### src/rtl/core/mcsr_ram.sv
// ----------------------------------------------------------------------------
// mcsr_ram
// Generic memory: one write port, two read ports with registered read data.
// ----------------------------------------------------------------------------
`timescale 1ns / 1ps
`default_nettype none

module mcsr_ram #(
  parameter int unsigned WIDTH = 8,
  parameter int unsigned DEPTH = 16
) (
  input  wire logic                     clk,
  input  wire logic                     we,
  input  wire logic [$clog2(DEPTH)-1:0] waddr,
  input  wire logic [WIDTH-1:0]         wdata,
  input  wire logic [$clog2(DEPTH)-1:0] raddr_a,
  input  wire logic [$clog2(DEPTH)-1:0] raddr_b,
  output logic      [WIDTH-1:0]         rdata_a,
  output logic      [WIDTH-1:0]         rdata_b
);

  logic [WIDTH-1:0] mem [DEPTH];

  // Write and registered reads
  always_ff @(posedge clk) begin
    if (we) mem[waddr] <= wdata;
    rdata_a <= mem[raddr_a];
    rdata_b <= mem[raddr_b];
  end

endmodule

`default_nettype wire

### config.mk
export PLATFORM = sky130hd
export DESIGN_NAME = mcsr_ram
export DESIGN_NICKNAME = d
export VERILOG_FILES = /design/src/rtl/core/mcsr_ram.sv
export SDC_FILE = /design/constraint.sdc
export NUM_CORES = 1
export LEC_CHECK = 0
export ABC_AREA = 1
export BUFFER_PORTS_ARGS = -buffer_cell sky130_fd_sc_hd__buf_2
export CORE_MARGIN = 10
export CORE_UTILIZATION = 45
export DETAILED_ROUTE_END_ITERATION = 16
export PLACE_DENSITY_LB_ADDON = 0.25
export SYNTH_ARGS = -nofsm -noshare
export SYNTH_HDL_FRONTEND = slang
export SYNTH_SLANG_ARGS = --single-unit
### constraint.sdc
create_clock -name clk -period 2.8 [get_ports clk]
set_input_delay 0.14 -clock clk [delete_from_list [all_inputs] [get_ports clk]]
set_output_delay 0.14 -clock clk [all_outputs]
set_load 0.01 [all_outputs]
# ---- After elaboration in Yosys (flattened, before gate mapping)
# Memory sizes are Yosys's and may differ from the RTL's. A register that Yosys moved wholly into a read port is not among the register bits.
# Index checks and enable logic that the tools add are counted.
dict set report classes {
  muxes 2
}
# op count
set ops {}
lappend ops {{1-bit 2-to-1 mux} 2}
dict set report word_totals {
  reg_bits 0
  ramBits 128
  inputBits 22
  output_inout_bits 16
  elab_cells 3
  memories 1
}
# name words width rd rd_clocked_by_memory_dff write_ports line_no
set memory_table {}
lappend memory_table {mem 16 8 2 2 1 22} ;# logic [WIDTH-1:0] mem [DEPTH];

# ---- Logic depth before layout (Yosys ltp)
# Gate-level depths: netlist (run 1).
dict set report logic_depth {
  ltp_word 2
  ltp_mapped 7
  mapped_depth_nobuf 6
}

# ---- Worst setup path after synthesis (run 1)
# OpenSTA, ideal clock, no wires.
dict set report synth_path {
  path_kind {input to register}
  startpoint {input port waddr[2]}
  endpoint {memory mem[10][0], enable pin}
  setup_time_ns 0.370
  arrival_ns 0.721
  required_time_ns 2.430
  path_slack_ns 1.709
  stages 2
  n_path_buf 0
  path_cell_list {nand3b_1 -> nor2_1}
}
# element line_no
set synth_lines {}
lappend synth_lines {{start, declared} 14} ;# input wire logic [$clog2(DEPTH)-1:0] waddr,
lappend synth_lines {{end, declared} 22}
# No word-level cell before the write port.

==> summary by stage, run 1 <==
Floorplanning
The core region is 15830 sq um. The floorplan has 46 rows. The die outline area is 21610 sq um.

For this configuration, the core starts out at a cell density of 0.4587. 38 I/O pins were placed. The chip height is 147.0 um. The floorplan step set the die width to 147.0 um.

Finish
From synthesis to final layout, the design area changed by 12.01%. The antenna diode instance count is 0. For this run, the post-layout net count is 900. In the final layout, the multi-input gates occupy 2245 sq um. Fill cells in the final layout number 1489.

The post-layout instance count excluding filler cells is 1107. The area taken by flip-flops and latches is 4164 sq um. Of the cells placed in the final design, the portion with a size suffix greater than 1 is 0.1010.

Timing
The total negative slack for setup checks is 0 ns. Setup repair after global routing left no endpoint under its margin. The final hold violation count is 0. The actual slew at the worst max-slew pin is 0.9159 ns. Based on the critical path, the design can be clocked at up to 850.8 MHz. Headroom to the max-slew limit came out at 0.3872.

The worst path in the final design needs a cycle of 1.175 ns, including I/O delays and setup. Clock skew on the completed layout was measured at 0.004921 ns. The number of setup violations in the final report is 0. The final hold slack is 0.08954 ns. The worst setup slack after layout is 1.625 ns. The number of pins exceeding their max-slew limit in the final report came to 0. The period utilization is 0.4198.

Run status
The flow ran to the end, and the final reports show no timing, DRC or antenna violations.

Setup path
At the worst endpoint, the required time is 3.12 ns. The endpoint identified for the worst register-to-register timing path is rdata_b[3]. The count of cells along the worst register-to-register path is 6. The startpoint identified for the worst register-to-register timing path is mem[1][3]. In this run the worst path has a maximum fanout of 28.

The category of the worst setup path capture point is a flip-flop. The register-to-register setup slack is 1.67 ns. The worst setup path is of the primary input to flip-flop kind. The startpoint type of the worst setup path is a primary input. The endpoint arrival time on the critical path is 1.49 ns.

Power
Dividing total power by cell area gives a power density of 638.3 nW/um^2. The power share of the sequential group is 0.467. The switching power of the nets is 0.001256 W.

The switching power as a share of total power is 0.2420. Of the total power, the clock network draws 0.440. The share of total power dissipated in combinational logic is 0.093. Internal power comes to 0.003934 W. The leakage power is 3.673 nW.

IR analysis of the VDD net gives a maximum drop of 453.8 uV. The sum of internal, switching and leakage power is 0.005190 W.

Synthesis
The synthesized cell area is 7259 sq um. The largest family of logic cells by synthesized area is simple AND/OR/NAND/NOR gates. Counting every net in the synthesized netlist gives 873. The portion of synthesized cell area occupied by the leading cell type is 0.5295. After synthesis, the cell types taking the most area are sky130_fd_sc_hd__edfxtp_1, sky130_fd_sc_hd__nand3_1, sky130_fd_sc_hd__nand2_1. The area share of fa/ha/maj cells after synthesis is 0.

The area fraction in compound gates after synthesis is 0. For this run, the number of Yosys warnings is 0. The commonest cells after synthesis are sky130_fd_sc_hd__nand2_1, sky130_fd_sc_hd__nand3_1, sky130_fd_sc_hd__inv_1. Of the total synthesized cell area, the portion taken by AND, OR, NAND and NOR gates is 0.3092.

The netlist uses 13 different library cells. The portion of synthesized area spent on multiplexers is 0. The number of enable-type register cells in the synthesized netlist is 128.

The top cell type by total area after synthesis is sky130_fd_sc_hd__edfxtp_1. In the synthesized netlist the async set-or-reset flop fraction comes to 0. The most instantiated library cell after synthesis is sky130_fd_sc_hd__nand2_1. Counting flops and latches in the post-synthesis netlist gives 144. For this run, the register share of the synthesized area comes to 0.5736. Counting every instance in the synthesized netlist gives 851. The most used flip-flop cell after synthesis is sky130_fd_sc_hd__edfxtp_1. A synthesized cell averages 8.531 sq um. Of the total synthesized cell area, the portion taken by XOR and XNOR cells is 0.

CTS
No sink is reached through more buffers than the 2 on the longest clock path. Clock tree synthesis inserted a total of 17 buffers. The clock tree root buffer cell is sky130_fd_sc_hd__clkbuf_16. For this design, the sink count on the clock tree is 144.

Clock-pin slew was measured on the worst setup and hold paths at 0.06 ns. The post-CTS setup buffer count is 0. The number of hold-repair buffers added at the cts stage is 0. After clock tree synthesis, the repair step resized 0 gates.

TritonCTS built the clock tree. CTS built an H-tree with a depth of 4. The clock network latency to the later pin of the worst-skew pair is 0.43 ns.

Drt
The count of routing violations after the opening detailed-route iteration is 686. The pre-antenna-repair detailed-routing pass consisted of 5 iterations. The detail route stage leaves a number of antenna-violating nets equal to 0. The final route contains 5809 vias. After detailed routing, the average wire length per cell comes to 18.31 um. Dividing the detail-routed via count by the number of cells gives 5.248.

The routed wire length is 20270 um. In the routed design, unresolved DRC markers number 0.

Placement
Routability-driven placement finished with a final weighted congestion of 0.8605. Once placement completed, the tool counted placed cells totaling 1075. The HPWL after detailed placement is 12010 um. The placement-stage worst setup slack is 1.194 ns. Buffers placed on the I/O ports in this run total 37.

Min path
The worst hold path class is primary input to flip-flop. The startpoint identified for the worst hold timing path is raddr_a[3]. The end point of the most critical hold path is rdata_a[0].

The worst hold path was traced through 3 stages.

Global route
Across every metal layer, demand over resource in global routing totals 0.1919. The via count of the first global-routing pass is 5533. The number of antenna violations at the first check in global routing is 0. The maximum number of pins on one net before global-route repair is 65. The final global-route overflow total is 0.

The first global-routing pass estimated 31980 um of wire.

Flow run
Across the run, the number of max-cap violations was 0.
per-stage QoR:
stage / area (sq um) / util
finish: 8132 / 0.5138
global route: 8132 / 0.5138
CTS: 8132 / 0.5138
detailed placement: 7537 / 0.4762
global placement: 7537 / 0.4762
floorplan: 7259 / -
cell usage in the layout, fill, tap and decap left out, types with 3 or more instances in the layout:
master and instances:
sky130_fd_sc_hd__nand2_1 277, sky130_fd_sc_hd__buf_2 37, sky130_fd_sc_hd__buf_4 18, sky130_fd_sc_hd__clkinv_2 3
sky130_fd_sc_hd__inv_1 134, sky130_fd_sc_hd__inv_2 4, sky130_fd_sc_hd__clkinvlp_4 4, sky130_fd_sc_hd__nand3_1 225
sky130_fd_sc_hd__bufinv_16 3, sky130_fd_sc_hd__edfxtp_1 128, sky130_fd_sc_hd__clkbuf_16 17, sky130_fd_sc_hd__nor2_1 17
sky130_fd_sc_hd__dfxtp_1 16
power groups by stage:
stage               combinational, W  sequential (W)  clock, W
detailed placement          0.000478         0.00247         0
CTS                         0.000481         0.00242   0.00231
floorplan                   0.000303         0.00248         0
finish                      0.000485         0.00242   0.00228
global route                0.000537         0.00243   0.00240
global placement            0.000476         0.00247         0
cell type report:
class | count | share of cell area
timing repair buffer | 56 | 0.04185
inverter | 138 | 0.06370
tap | 216 | 0.03324
multi-input combinational | 521 | 0.2760
sequential | 144 | 0.5121
clock inverter | 15 | 0.02077
clock buffer | 17 | 0.05232
logic make-up after synthesis:
| family | after synthesis |
|---|---|
| flops | 144 |
| buf+inv | 186 |
| simple gates | 521 |
flip-flops by register name (all words and copies together) (netlist names):
signal and count:
mem 128, rdata_a 8, rdata_b 8
critical path, cell delays in order:
cell	delay (ns)
sky130_fd_sc_hd__buf_2	0.11
sky130_fd_sc_hd__inv_2	0.28
sky130_fd_sc_hd__buf_4	0.39
sky130_fd_sc_hd__nand2_1	0.09
sky130_fd_sc_hd__nand3_1	0.07
sky130_fd_sc_hd__nand3_1	0.11
sky130_fd_sc_hd__nand3_1	0.19
sky130_fd_sc_hd__nand2_1	0.08
metal layers:
layer,vias up,share of wire,track usage,wire length [um]
li1,2803,-,-,-
met1,2679,0.42,0.2518,8507
met2,279,0.46,0.2989,9296
met3,48,0.093,0.04300,1884
met4,0,0.028,0.08375,577
met5,-,0,0,0
how the worst max path moves through the flow:
stage,start,endpoint,cells after the start
finish,raddr_a[0],rdata_a[6],8
global route,raddr_a[0],rdata_a[6],8
detailed placement,waddr[2],mem[3][3],4
CTS,waddr[2],mem[3][1],4
floorplan,waddr[2],mem[10][0],2
global placement,waddr[2],mem[3][3],4
Power figures use the tool's default switching activity.
==> inputs of run 2 (changes only) <==
==> constraint.sdc (replaced) <==
create_clock -name clk -period 1.1 [get_ports clk]
set_input_delay 0.055 -clock clk [delete_from_list [all_inputs] [get_ports clk]]
set_output_delay 0.055 -clock clk [all_outputs]
set_load 0.01 [all_outputs]
==> summary by stage, run 2 (same netlist as run 1, synthesis figures left out) <==
Setup path
On the critical path, the stage with the largest delay is an instance of sky130_fd_sc_hd__dfxtp_1. The delay of the slowest cell on the worst path is 0.38 ns (about the same). The total buffers and inverters traversed by the critical path is 1 (-2). The required time reported for the critical path endpoint was 1.04 ns (-2.08 ns). Broken down by cell family, the worst path's largest delay share belongs to flip-flops. The critical path class is flip-flop to primary output.

The startpoint type of the worst setup path is a flip-flop. Traced cell by cell, the critical path runs through buf_2. The biggest fanout along the worst timing path was 1 (-96%). The endpoint arrival time on the critical path was 0.97 ns (-0.52 ns). STA classifies the critical path endpoint as a primary output.

Placement
The placement-stage worst setup slack is -0.06830 ns (-1.262 ns). The final weighted congestion in routability-driven placement was 0.8699 (+1.1%). The count of input and output buffers came to 37 (unchanged). The HPWL reported at the end of detailed placement came to 13480 um (+12%). The number of placed instances, taps included is 1106 (+2.9%).

Power
The combinational group share of total power is 0.104 (+0.011). The switching power of the nets is 0.003069 W (+140%). The sum of internal, switching and leakage power is 0.01277 W (+150%).

The cell-internal power is 0.009701 W (+150%). The power share of the sequential group came to 0.483 (+0.016). The clock group share of total power came to 0.413 (-0.027).

The ratio of total power to cell area was 1522 nW/um^2 (+140%). The switching power as a share of total power is 0.2403 (-0.001632). The leakage power came to 3.837 nW (+4.5%). The largest voltage drop on the vdd net is 1130 uV (+150%).

CTS
The total number of H-tree levels is 4 (unchanged). The clock network latency to the later pin of the worst-skew pair is 0.42 ns (about the same). The CTS tree is built. The clock tree root buffer cell is sky130_fd_sc_hd__clkbuf_16. The clock-pin slew on the worst setup and hold paths is 0.06 ns (about the same). The number of clock sinks seen by CTS is 144 (unchanged). The buffer depth of the longest clock path is 2 (unchanged). The TritonCTS buffer count is 17 (unchanged).

Drt
The via count normalized by instance count is 5.190 (-1.1%). The DRC violation count after routing is 0 (unchanged). The count of routing violations after the opening detailed-route iteration was 808 (+18%).

The first-pass detailed-route iteration total came to 6 (+1). The routed length per placed instance is 17.63 um (-3.7%). The routed wire length came to 20060 um (-1.0%). The remaining antenna violation count after routing is 0 (unchanged).

The via count is 5906 (+1.7%).

Finish
The largest registers in the layout are mem: 128 flops, rdata_a: 8 flops, rdata_b: 8 flops. The antenna diode instance count came to 0 (unchanged). Leaving out fill and tap cells, the most frequent cells in the layout are sky130_fd_sc_hd__nand2_1, sky130_fd_sc_hd__nand3_1, sky130_fd_sc_hd__inv_1, sky130_fd_sc_hd__edfxtp_1, sky130_fd_sc_hd__buf_4.

The post-layout instance count excluding filler cells was 1138 (+2.8%). The library cell used most frequently in the layout, excluding fill and tap cells, is sky130_fd_sc_hd__nand2_1. The share of layout cells above drive strength 1 is 0.1312 (+0.03023).

The post-layout net count came to 931 (+3.4%). The flip-flop count of the largest register after layout is 128 (unchanged). The utilization of the core after routing came to 0.5302 (+0.01644).

Counting flops per register, the top entry is mem. Relative to the synthesized area, the layout overhead comes to 15.60%.

Floorplanning
The initial core utilization is 0.4587 (unchanged). The chip height came to 147.0 um (unchanged). The die width is 147.0 um (unchanged).

The total number of placement rows is 46 (unchanged). The core box area is 15830 sq um (unchanged). The number of primary I/O pins was 38 (unchanged). The die outline area is 21610 sq um (unchanged).

Timing
The worst setup slack after layout is 0.07817 ns (-1.546 ns). The number of setup violations in the final report came to 0 (unchanged). The period utilization is 0.9289. Setup repair after global routing left no endpoint under its margin. The clock period could shrink to 1.022 ns. Static timing analysis puts the maximum clock frequency at 978.6 MHz.

The worst clock skew is 0.007650 ns (+0.002729 ns). The actual slew at the worst max-slew pin was 0.4394 ns (-0.4765 ns). The relative slew slack is 0.7068 (+0.3196). The total negative slack for setup checks came to 0 ns (unchanged). The final hold violation count is 0 (unchanged). The number of pins exceeding their max-slew limit in the final report was 0 (unchanged).

Min path
The path class of the tightest hold or removal check is primary input to flip-flop.

Global route
The final global-route overflow total is 0 (unchanged). The total global-route track usage is 0.1908 (-0.001119). The number of antenna violations at the first check in global routing was 0 (unchanged). The maximum number of pins on one net before global-route repair is 44 (-32%). The via count of the first global-routing pass is 5678 (+2.6%). The global-route wire length before repair came to 32000 um (about the same).

Flow run
The number of maximum-capacitance violations is 0 (unchanged).

Run status
The run finished with clean final reports.
run 2: cell types whose count changed in the layout (fill, tap and decap cells not counted), sizes merged:
cell and delta:
inv -1, buf +31, clkinv +1, bufinv -2, clkbuf +3, clkinvlp -1
run 2: worst paths after layout:
| check | depth (start not counted) | endpoint | slack, ns | start |
|---|---|---|---|---|
| min reg2reg | 6 | rdata_a[4] | 0.69 | mem[2][4] |
| max reg2reg | 6 | rdata_b[3] | 0.08 | mem[0][3] |
| max | 1 | rdata_a[3] | 0.08 | rdata_a[3] |
| min | 1 | mem[14][6] | 0.01 | wdata[6] |
run 2: timing repair:
item                                    CTS  global route
hold buffers                              0             0
endpoints found under the setup margin    0             1
buffers inserted                          0             0
resized for setup                         0             1
run 2: layout make-up:
type,instances,area [sq um]
clock buffer,20,446.7
clock inverter,12,95.09
fill,1437,7436
inverter,138,518.0
multi-input combinational,521,2250
sequential,144,4164
tap,216,270.3
timing repair buffer,87,648.1
run 2: power groups by stage:
stage               combinational, W  sequential [W]  clock [W]
floorplan                   0.000770         0.00630          0
global placement             0.00131         0.00628          0
detailed placement           0.00132         0.00628          0
CTS                          0.00132         0.00617    0.00534
global route                 0.00148         0.00618    0.00557
finish                       0.00133         0.00617    0.00527
run 2: layer usage:
layer | GRT usage | up-vias | part of all wire
met4 | 0.07582 | 0 | 0.028
met5 | 0 | - | 0
met2 | 0.2978 | 314 | 0.46
met1 | 0.2494 | 2695 | 0.42
li1 | - | 2862 | -
met3 | 0.04791 | 35 | 0.095
run 2: per-stage QoR:
step / hold WS (ns) / instance area [sq um]
after floorplan: 0.1539 / 7259
after global placement: 0.4443 / 7845
after global routing: 0.01207 / 8392
after CTS: 0.007940 / 8387
after detailed placement: 0.4514 / 7845
final: 0.01103 / 8392
