<file path="src/rtl/core/mcsr_pkg.sv">
// ----------------------------------------------------------------------------
// mcsr_pkg
// Shared types, constants and modular arithmetic for the size reduction core.
// ----------------------------------------------------------------------------
`timescale 1ns / 1ps
`default_nettype none

package mcsr_pkg;

  localparam int unsigned MAX_LEN = 1024;
  localparam int unsigned RES_W   = 63;
  localparam int unsigned IDX_W   = $clog2(MAX_LEN);
  localparam int unsigned LEN_W   = IDX_W + 1;
  localparam int unsigned CMD_W   = 2;
  localparam int unsigned CFG_W   = 1;

  // Command codes
  localparam logic [CMD_W-1:0] CMD_WRITE = 2'd0;
  localparam logic [CMD_W-1:0] CMD_START = 2'd1;
  localparam logic [CMD_W-1:0] CMD_READ  = 2'd2;

  // Register indexes
  localparam logic [CFG_W-1:0] CFG_MODULUS = 1'b0;
  localparam logic [CFG_W-1:0] CFG_LENGTH  = 1'b1;

  typedef struct packed {
    logic [CMD_W-1:0] command;
    logic [IDX_W-1:0] index;
    logic [RES_W-1:0] value;
  } in_word_t;

  typedef struct packed {
    logic [RES_W-1:0] element;
    logic             done_res;
  } out_word_t;

  // Buffer access request: one write and two reads
  typedef struct packed {
    logic             we;
    logic [IDX_W-1:0] waddr;
    logic [RES_W-1:0] wdata;
    logic [IDX_W-1:0] raddr_a;
    logic [IDX_W-1:0] raddr_b;
  } ram_req_t;

  // Sum with one conditional subtraction of p
  function automatic logic [RES_W-1:0] mod_add(input logic [RES_W-1:0] u,
                                                input logic [RES_W-1:0] v,
                                                input logic [RES_W-1:0] p);
    logic [RES_W:0] s;
    s = {1'b0, u} + {1'b0, v};
    if (s >= {1'b0, p}) s = s - {1'b0, p};
    return s[RES_W-1:0];
  endfunction

  // Difference, plus p on borrow
  function automatic logic [RES_W-1:0] mod_sub(input logic [RES_W-1:0] u,
                                                input logic [RES_W-1:0] v,
                                                input logic [RES_W-1:0] p);
    logic [RES_W:0] d;
    d = {1'b0, u} - {1'b0, v};
    if (u < v) d = d + {1'b0, p};
    return d[RES_W-1:0];
  endfunction

  // Highest set bit, one-hot
  function automatic logic [LEN_W-1:0] top_bit(input logic [LEN_W-1:0] x);
    logic [LEN_W-1:0] r;
    r = '0;
    for (int i = 0; i < LEN_W; i++) begin
      if (x[i]) r = LEN_W'(1) << i;
    end
    return r;
  endfunction

endpackage

`default_nettype wire

</file>
<file path="src/rtl/core/mcsr_reducer.sv">
// ----------------------------------------------------------------------------
// mcsr_reducer
// Sequencer for the in-place reduction: walks the set bits of the length,
// runs butterfly, fold and final subtraction steps through the buffer.
// ----------------------------------------------------------------------------
`timescale 1ns / 1ps
`default_nettype none

module mcsr_reducer import mcsr_pkg::*; (
  input  wire logic             clk,
  input  wire logic             rst_n,
  input  wire logic             start,
  input  wire logic [LEN_W-1:0] length,
  input  wire logic [RES_W-1:0] modulus,
  input  wire logic [RES_W-1:0] rdata_a,
  input  wire logic [RES_W-1:0] rdata_b,
  output ram_req_t              req,
  output logic                  done
);

  localparam logic [2:0] R_IDLE = 3'd0;
  localparam logic [2:0] R_INIT = 3'd1;
  localparam logic [2:0] R_SEG  = 3'd2;
  localparam logic [2:0] R_RD   = 3'd3;
  localparam logic [2:0] R_WR1  = 3'd4;
  localparam logic [2:0] R_WR2  = 3'd5;
  localparam logic [2:0] R_DONE = 3'd6;

  logic [2:0]       state_r, state_nxt;
  logic [LEN_W-1:0] n_r, n_nxt;
  logic [LEN_W-1:0] nn_r, nn_nxt;
  logic [LEN_W-1:0] a_r, a_nxt;
  logic [LEN_W-1:0] b2_r, b2_nxt;
  logic [IDX_W-1:0] off_r, off_nxt;
  logic [IDX_W-1:0] t_r, t_nxt;
  logic             fin_r, fin_nxt;
  logic [RES_W-1:0] s1_r, s1_nxt;

  logic [LEN_W-1:0] a_top;
  logic [LEN_W-1:0] b_top;
  logic [IDX_W-1:0] addr_lo;
  logic [IDX_W-1:0] addr_hi;
  logic [IDX_W-1:0] addr_acc;
  logic [IDX_W-1:0] j_mask;
  logic             fold;
  logic             last_t;
  logic [LEN_W-1:0] off_ext;

  assign a_top    = top_bit(n_r);
  assign b_top    = top_bit(nn_r & (a_r - LEN_W'(1)));
  assign off_ext  = {1'b0, off_r};
  assign addr_lo  = off_r + t_r;
  assign addr_hi  = IDX_W'(off_ext + a_r + {1'b0, t_r});
  assign j_mask   = IDX_W'(b2_r - LEN_W'(1));
  assign addr_acc = IDX_W'(off_ext + a_r + {1'b0, (t_r & j_mask)});
  assign fold     = ({1'b0, t_r} >= b2_r);
  assign last_t   = ({1'b0, t_r} == (a_r - LEN_W'(1)));

  // Step control and buffer requests
  always_comb begin
    state_nxt   = state_r;
    n_nxt       = n_r;
    nn_nxt      = nn_r;
    a_nxt       = a_r;
    b2_nxt      = b2_r;
    off_nxt     = off_r;
    t_nxt       = t_r;
    fin_nxt     = fin_r;
    s1_nxt      = s1_r;
    req         = '0;
    done        = 1'b0;
    case (state_r)
      R_IDLE: begin
        if (start) begin
          if (length == '0) n_nxt = LEN_W'(1);
          else if (length > LEN_W'(MAX_LEN)) n_nxt = LEN_W'(MAX_LEN);
          else n_nxt = length;
          state_nxt = R_INIT;
        end
      end
      R_INIT: begin
        if (a_top == n_r) begin
          state_nxt = R_DONE;
        end else begin
          a_nxt     = a_top;
          nn_nxt    = n_r;
          off_nxt   = '0;
          state_nxt = R_SEG;
        end
      end
      R_SEG: begin
        t_nxt     = '0;
        fin_nxt   = (a_r == nn_r);
        b2_nxt    = b_top << 1;
        state_nxt = R_RD;
      end
      R_RD: begin
        req.raddr_a = addr_lo;
        req.raddr_b = addr_hi;
        state_nxt   = R_WR1;
      end
      R_WR1: begin
        req.we      = 1'b1;
        req.waddr   = addr_lo;
        req.wdata   = mod_sub(rdata_a, rdata_b, modulus);
        req.raddr_a = addr_acc;
        s1_nxt      = mod_add(rdata_a, rdata_b, modulus);
        if (fin_r) begin
          t_nxt     = t_r + IDX_W'(1);
          state_nxt = last_t ? R_DONE : R_RD;
        end else begin
          state_nxt = R_WR2;
        end
      end
      R_WR2: begin
        req.we = 1'b1;
        if (fold) begin
          req.waddr = addr_acc;
          req.wdata = mod_add(s1_r, rdata_a, modulus);
        end else begin
          req.waddr = addr_hi;
          req.wdata = s1_r;
        end
        if (last_t) begin
          // Move to the remainder segment
          off_nxt   = IDX_W'(off_ext + a_r);
          nn_nxt    = nn_r - a_r;
          a_nxt     = b2_r >> 1;
          state_nxt = R_SEG;
        end else begin
          t_nxt     = t_r + IDX_W'(1);
          state_nxt = R_RD;
        end
      end
      R_DONE: begin
        done      = 1'b1;
        state_nxt = R_IDLE;
      end
      default: state_nxt = R_IDLE;
    endcase
  end

  always_ff @(posedge clk) begin
    if (!rst_n) begin
      state_r <= R_IDLE;
    end else begin
      state_r <= state_nxt;
    end
    n_r   <= n_nxt;
    nn_r  <= nn_nxt;
    a_r   <= a_nxt;
    b2_r  <= b2_nxt;
    off_r <= off_nxt;
    t_r   <= t_nxt;
    fin_r <= fin_nxt;
    s1_r  <= s1_nxt;
  end

  // Segment size is always a single power of two
  a_seg_onehot: assert property (@(posedge clk) disable iff (!rst_n)
    (state_r == R_SEG) |-> $onehot(a_r))
    else $error("segment size not a power of two");

  // Remaining length never drops below the current segment
  nn_cover: assert property (@(posedge clk) disable iff (!rst_n)
    (state_r == R_SEG) |-> (nn_r >= a_r))
    else $error("remaining length below segment size");

  // Step counter stays inside the segment
  t_bound: assert property (@(posedge clk) disable iff (!rst_n)
    (state_r == R_RD) |-> ({1'b0, t_r} < a_r))
    else $error("step counter beyond segment");

endmodule

`default_nettype wire

</file>
<file path="config.mk">
export PLATFORM = sky130hd
export DESIGN_NAME = mcsr_reducer
export DESIGN_NICKNAME = d
export VERILOG_FILES = /design/src/rtl/core/mcsr_pkg.sv /design/src/rtl/core/mcsr_reducer.sv
export SDC_FILE = /design/constraint.sdc
export NUM_CORES = 1
export LEC_CHECK = 0
export ABC_AREA = 0
export BUFFER_PORTS_ARGS = -buffer_cell sky130_fd_sc_hd__buf_2
export CAP_MARGIN = 20
export CORE_ASPECT_RATIO = 0.8
export CORE_MARGIN = 2
export CORE_UTILIZATION = 50
export DETAILED_ROUTE_END_ITERATION = 8
export PLACE_DENSITY_LB_ADDON = 0.25
export SLEW_MARGIN = 30
export SYNTH_ARGS = -nofsm -noshare
export SYNTH_HDL_FRONTEND = slang
export SYNTH_SLANG_ARGS = --single-unit
export TNS_END_PERCENT = 1
</file>
<file path="constraint.sdc">
create_clock -name clk -period 16.58 [get_ports clk]
set_input_delay 1.658 -clock clk [delete_from_list [all_inputs] [get_ports clk]]
set_output_delay 1.658 -clock clk [all_outputs]
set_load 0.02 [all_outputs]
</file>
## Word-level counts from Yosys, hierarchy flattened

Cells that the tools add are included.

| storage, ports and cells | value |
|---|---|
| register bits | 130 |
| latch bits | 0 |
| RAM bits | 0 |
| ROM bits | 0 |
| input port bits | 203 |
| memories kept | 0 |

| operators by class | value |
|---|---|
| add/sub/neg operators | 14 |
| $mul | 0 |
| div/mod/pow operators | 0 |
| order comparisons | 5 |
| equality and inequality tests | 14 |
| shifts and indexed selects | 0 |
| multiplexer cells | 48 |
| bitwise logic cells | 2 |
| reductions and logical operators | 17 |

Operators by type and width:

| cell | count |
|---|---|
| two-way mux 63 bit | 3 |
| subtractor 63 bit | 3 |
| one-hot mux 74 bit (2 select lines) | 1 |
| two-way mux 11 bit | 13 |
| two-way mux 10 bit | 14 |
| adder 63 x 63 -> 64 bit | 2 |
| greater-or-equal comparator 64 x 63 -> 1 bit | 2 |
| two-way mux 73 bit | 1 |
| adder 63 bit | 1 |
| less-than comparator 63 bit | 1 |
| one-hot mux 11 bit (2 select lines) | 2 |
| adder 10 bit | 4 |
| one-hot mux 10 bit (2 select lines) | 2 |
| one-hot mux 10 bit (3 select lines) | 1 |
| equality test 11 bit | 2 |
| one-hot mux 3 bit (6 select lines) | 1 |
| two-way mux 3 bit | 5 |
| bitwise AND 11 bit | 1 |
| equality test 10 x 11 -> 1 bit | 1 |
| greater-or-equal comparator 10 x 11 -> 1 bit | 1 |
| greater-than comparator 11 bit, second input constant | 1 |
| logical NOT 11 bit | 1 |
| subtractor 11 x 1 -> 11 bit, second input constant | 1 |
| subtractor 11 bit | 1 |
| 23 further kinds | 35 |

## Longest topological paths before layout

| logic depth | value |
|---|---|
| word-level depth | 14 |
| gate-level depth with buffers | 28 |
| mapped depth without buffers | 26 |

## Worst setup path after synthesis

OpenSTA, ideal clock, no wires.

| path | value |
|---|---|
| path type | input port to output port |
| start point | input rdata_a[0] |
| end point | output req[44] in the netlist's numbering |
| data arrival time | 7.051 ns |
| slack | 7.871 ns |
| stages on the path | 24 |
| path through | ha_1 -> fa_1 -> a21oi_1 -> o21bai_1 -> nor3_1 -> or4b_1 -> a31o_2 -> a211oi_1 -> nor2_1 -> o31ai_2 -> xnor2_1 -> ha_1 -> and2_0 -> clkbuf_1 -> nand3_1 -> or3_1 -> or3_1 -> a2111o_1 -> and3_1 -> clkbuf_1 -> clkbuf_1 -> o21ai_0 -> nand2_1 -> a311oi_1 |

RTL lines:

| what | line | RTL |
|---|---|---|
| start, declared | mcsr_reducer.sv:15 | `input wire logic [RES_W-1:0] rdata_a,` |
| end, declared | mcsr_reducer.sv:17 | `output ram_req_t req,` |

==> run_results.csv <==
group,metric,value,unit
power_and_ir_drop,p_leak,15.8,nW
run_status,status,"finished clean",
global_route,antenna_found_initial,2,
floorplan,die_h,235,um
yosys,ys.flop_type,"edfxtp_1",
clocking,cts_setup_buffers,0,
sta,fmax,0.0907,GHz
placed_design,gp_congestion,1.07,
power_and_ir_drop,ir_worst_vdd,85.9,uV
detailed_routing,wl_per_cell,24.5,um
yosys,synth_fa_ha_area_frac,0.171,
yosys,yosysTopAreaCellShare,0.164,
sta,slew_headroom,0.189,
global_route,grt_pass1_wl,202000,um
layout,layout.nets,5378,
yosys,synth.net_count,5271,
flow_run,maxCapViolCount,0,
layout,multi_input_area,27500,um^2
placed_design,post-dp-hpwl,113000,um
clocking,clock_path_buffers,2,
yosys,yosys_warnings,0,
sta,maxSlewViolCount,0,
yosys,synthTopCellsByArea,"ha_1 16%, edfxtp_1 11%, a21oi_1 8.0%",
detailed_routing,postRouteWirelength,137000,um
yosys,synthXorXnorAreaFrac,0.109,
global_route,gr-usage-all-layers,0.380,
clocking,clock_sinks,130,
worst_hold_path,hp-class,"register to register",
layout,fin_area,35800,um^2
placed_design,dpl_cell_area,35200,um^2
sta,setup-tns-final,0,ns
clocking,tritoncts,"built",
setup_path,startpoint,"rdata_a[6]",
power_and_ir_drop,seq_power_share,0.138,
power_and_ir_drop,fin_total_pwr,3.24,mW
yosys,synthArstFlopShare,0,
yosys,ys_ff_latch,130,
sta,hold_slack,0.613,ns
placed_design,port_buffers,297,
yosys,avgSynthCellArea,7.21,um^2
clocking,numCtsBuffers,17,
setup_path,reg2reg_depth,7,
power_and_ir_drop,power.density,90.6,nW/um^2
sta,period_minus_slack,11.03,ns
sta,rsz0062_at_grt,"false",
sta,worst_slew_pin_slew,1.20,ns
setup_path,cp-start-kind,"primary input",
sta,finClkSkew,0.0186,ns
setup_path,critical_path_class,"primary input to output pin",
clocking,ctsResizeCount,0,
power_and_ir_drop,p_sw_frac,0.532,
global_route,grt_max_degree,73,
clocking,insertion_delay,0.49,ns
setup_path,r2r_end,"s1_r[29]",
floorplan,die_x,293,um
layout,drive_gt1_frac,0.0972,
sta,setup_viol,0,
power_and_ir_drop,pwr-share-clk,0.126,
sta,post-route-period-util,0.665,
detailed_routing,routed-via-count,37200,
setup_path,cp.required,14.92,ns
clocking,cts_hold_buf,0,
floorplan,ios,298,
yosys,yosys.area_share.simple,0.194,
setup_path,worstPathArrival,9.37,ns
detailed_routing,first_pass_iters,6,
detailed_routing,final_antenna_net_count,0,
layout,post-route-util,0.544,
yosys,synth_edf_count,127,
layout,seq_area,3880,um^2
yosys,syn_inst,4621,
sta,hold_viol,0,
floorplan,rows,84,
floorplan,fp.dieArea,68800,um^2
detailed_routing,detail_route.vias_per_cell,6.64,
clocking,cts-htree-levels,4,
layout,synthToLayoutAreaGrowth,7.44,%
yosys,synth_top_family_by_area,"compound AO/OA/AOI/OAI gates",
yosys,synthesis.area,33300,um^2
power_and_ir_drop,internal_power,1.52,mW
worst_hold_path,min_from,"b2_r[10]",
global_route,grt_pass1_vias,33200,
floorplan,core,65800,um^2
detailed_routing,dr.first_iter.drc_count,5117,
floorplan,start_util,0.507,
global_route,grt-ovfl-total,0,
detailed_routing,drc,0,
layout,nFillCells,6552,
yosys,synthDistinctLibCells,98,
yosys,synthMuxAreaShare,0.0268,
setup_path,cp-end-kind,"output pin",
power_and_ir_drop,power_frac_comb,0.736,
setup_path,critPathMaxFanout,60,
setup_path,crit_path_end,"req[57]",
clocking,root_buffer,"clkbuf_16",
clocking,clkTransAtPathRegs,0.07,ns
power_and_ir_drop,p_switching,1.72,mW
yosys,seq_area_frac_synth,0.116,
yosys,synth-compound-area-share,0.321,
yosys,yosysTopAreaCell,"ha_1",
setup_path,regToRegSetupSlack,12.11,ns
setup_path,reg2reg_from,"state_r[1]",
sequential cells by signal, summed over array words and instances, names as in the netlist:
name / count
state_r: 3
a_r: 11
off_r: 10
t_r: 10
fin_r: 1
s1_r: 63
n_r: 11
nn_r: 11
b2_r: 10
logic make-up (layout without fill, tap and decap cells):
| family | after synthesis | after routing |
|---|---|---|
| simple gates | 1358 | 1358 |
| fa+ha+maj | 449 | 449 |
| xor+xnor | 413 | 413 |
| flops | 130 | 130 |
| other cells | 0 | 1 |
| buf+inv | 535 | 655 |
| compound gates | 1653 | 1653 |
| mux | 83 | 83 |
cell usage after synthesis (all sizes together), types with 15 or more instances:
cell type  instances
o21ai            283
nor2             377
o21bai           102
edfxtp           127
nand2            379
nor4              34
mux2              49
nor3             101
a21oi            535
o22ai             25
a311oi            20
nand2b            42
a31oi             57
xnor2            293
nand3             95
nor2b             50
xor2             120
a221oi            15
a21boi            30
and3              42
buf               41
ha               436
o311ai            15
a211oi            97
a21o             167
and2              42
o31ai             47
inv              300
o21a              54
nand4             87
mux2i             34
or3               41
o211ai            38
clkbuf           190
o31a              18
power by group through the flow:
stage                     clock network [mW]  logic [mW]  registers, mW
after floorplan                            0        1.69          0.435
after global placement                     0        2.28          0.452
after detailed placement                   0        2.28          0.452
after CTS                              0.406        2.30          0.445
after global routing                   0.418        2.56          0.449
final                                  0.410        2.39          0.446
routing by layer:
layer  up-vias  track usage  share of wire
met5         -            0       0.000095
met3       189       0.0995           0.14
met2      2284        0.535           0.40
met4         2       0.0838          0.023
li1      17200            -              -
met1     17500        0.570           0.44
placed cells by master, fill, tap and decap left out, types with 25 or more instances in the layout:
| cell type | count |
|---|---|
| a211oi_1 | 94 |
| a21boi_0 | 30 |
| a21o_1 | 167 |
| a21oi_1 | 532 |
| a31oi_1 | 57 |
| and2_1 | 40 |
| and3_1 | 42 |
| buf_2 | 297 |
| edfxtp_1 | 127 |
| ha_1 | 436 |
| inv_1 | 299 |
| mux2_2 | 49 |
| mux2i_1 | 34 |
| nand2_1 | 377 |
| nand2b_1 | 41 |
| nand3_1 | 94 |
| nand4_1 | 87 |
| nor2_1 | 375 |
| nor2b_1 | 50 |
| nor3_1 | 101 |
| nor4_1 | 32 |
| o211ai_1 | 37 |
| o21a_1 | 53 |
| o21ai_0 | 274 |
| o21bai_1 | 100 |
| o22ai_1 | 25 |
| o31ai_1 | 45 |
| or3_1 | 40 |
| xnor2_1 | 293 |
| xor2_1 | 120 |
how the worst min path moves through the flow:
stage	endpoint	cells past startpoint
after global placement	a_r[9]	2
after CTS	a_r[9]	2
after floorplan	a_r[9]	2
after detailed placement	a_r[9]	2
after global routing	b2_r[10]	1
final	a_r[9]	2
worst max-delay path, cell delays in order:
cell and delay, ns:
buf_2 0.14, ha_1 0.36, a2111oi_0 0.42, o21ai_1 0.24, a21oi_1 0.37, nor3_1 0.13, o21ai_0 0.39, a21oi_1 0.22
o21ai_0 0.42, a21oi_1 0.15, or3_1 0.34, and2_1 0.17, ha_1 0.38, and2_0 0.33, nand3_1 0.20, or3_1 0.46
or3_1 0.35, a2111o_1 0.35, nand3_4 0.10, buf_4 0.70, mux2_2 0.31, nand2_1 0.08, a311oi_1 0.76, buf_2 0.30
area by class of cell:
type | count | area share
Antenna cell | 1 | 0.0000699
Clock inverter | 15 | 0.00454
Timing Repair Buffer | 319 | 0.0461
Multi-Input combinational cell | 3956 | 0.767
Inverter | 304 | 0.0319
Sequential cell | 130 | 0.108
Tap cell | 860 | 0.0300
Clock buffer | 17 | 0.0119
stage by stage:
stage	setup WS, ns	std cells
5_1_grt	5.18	5601
6_report	5.55	5602
3_3_place_gp	5.69	5569
4_1_cts	5.85	5601
2_1_floorplan	7.87	4621
3_5_place_dp	5.87	5569
Note: power is estimated with default switching activity, not from simulation.
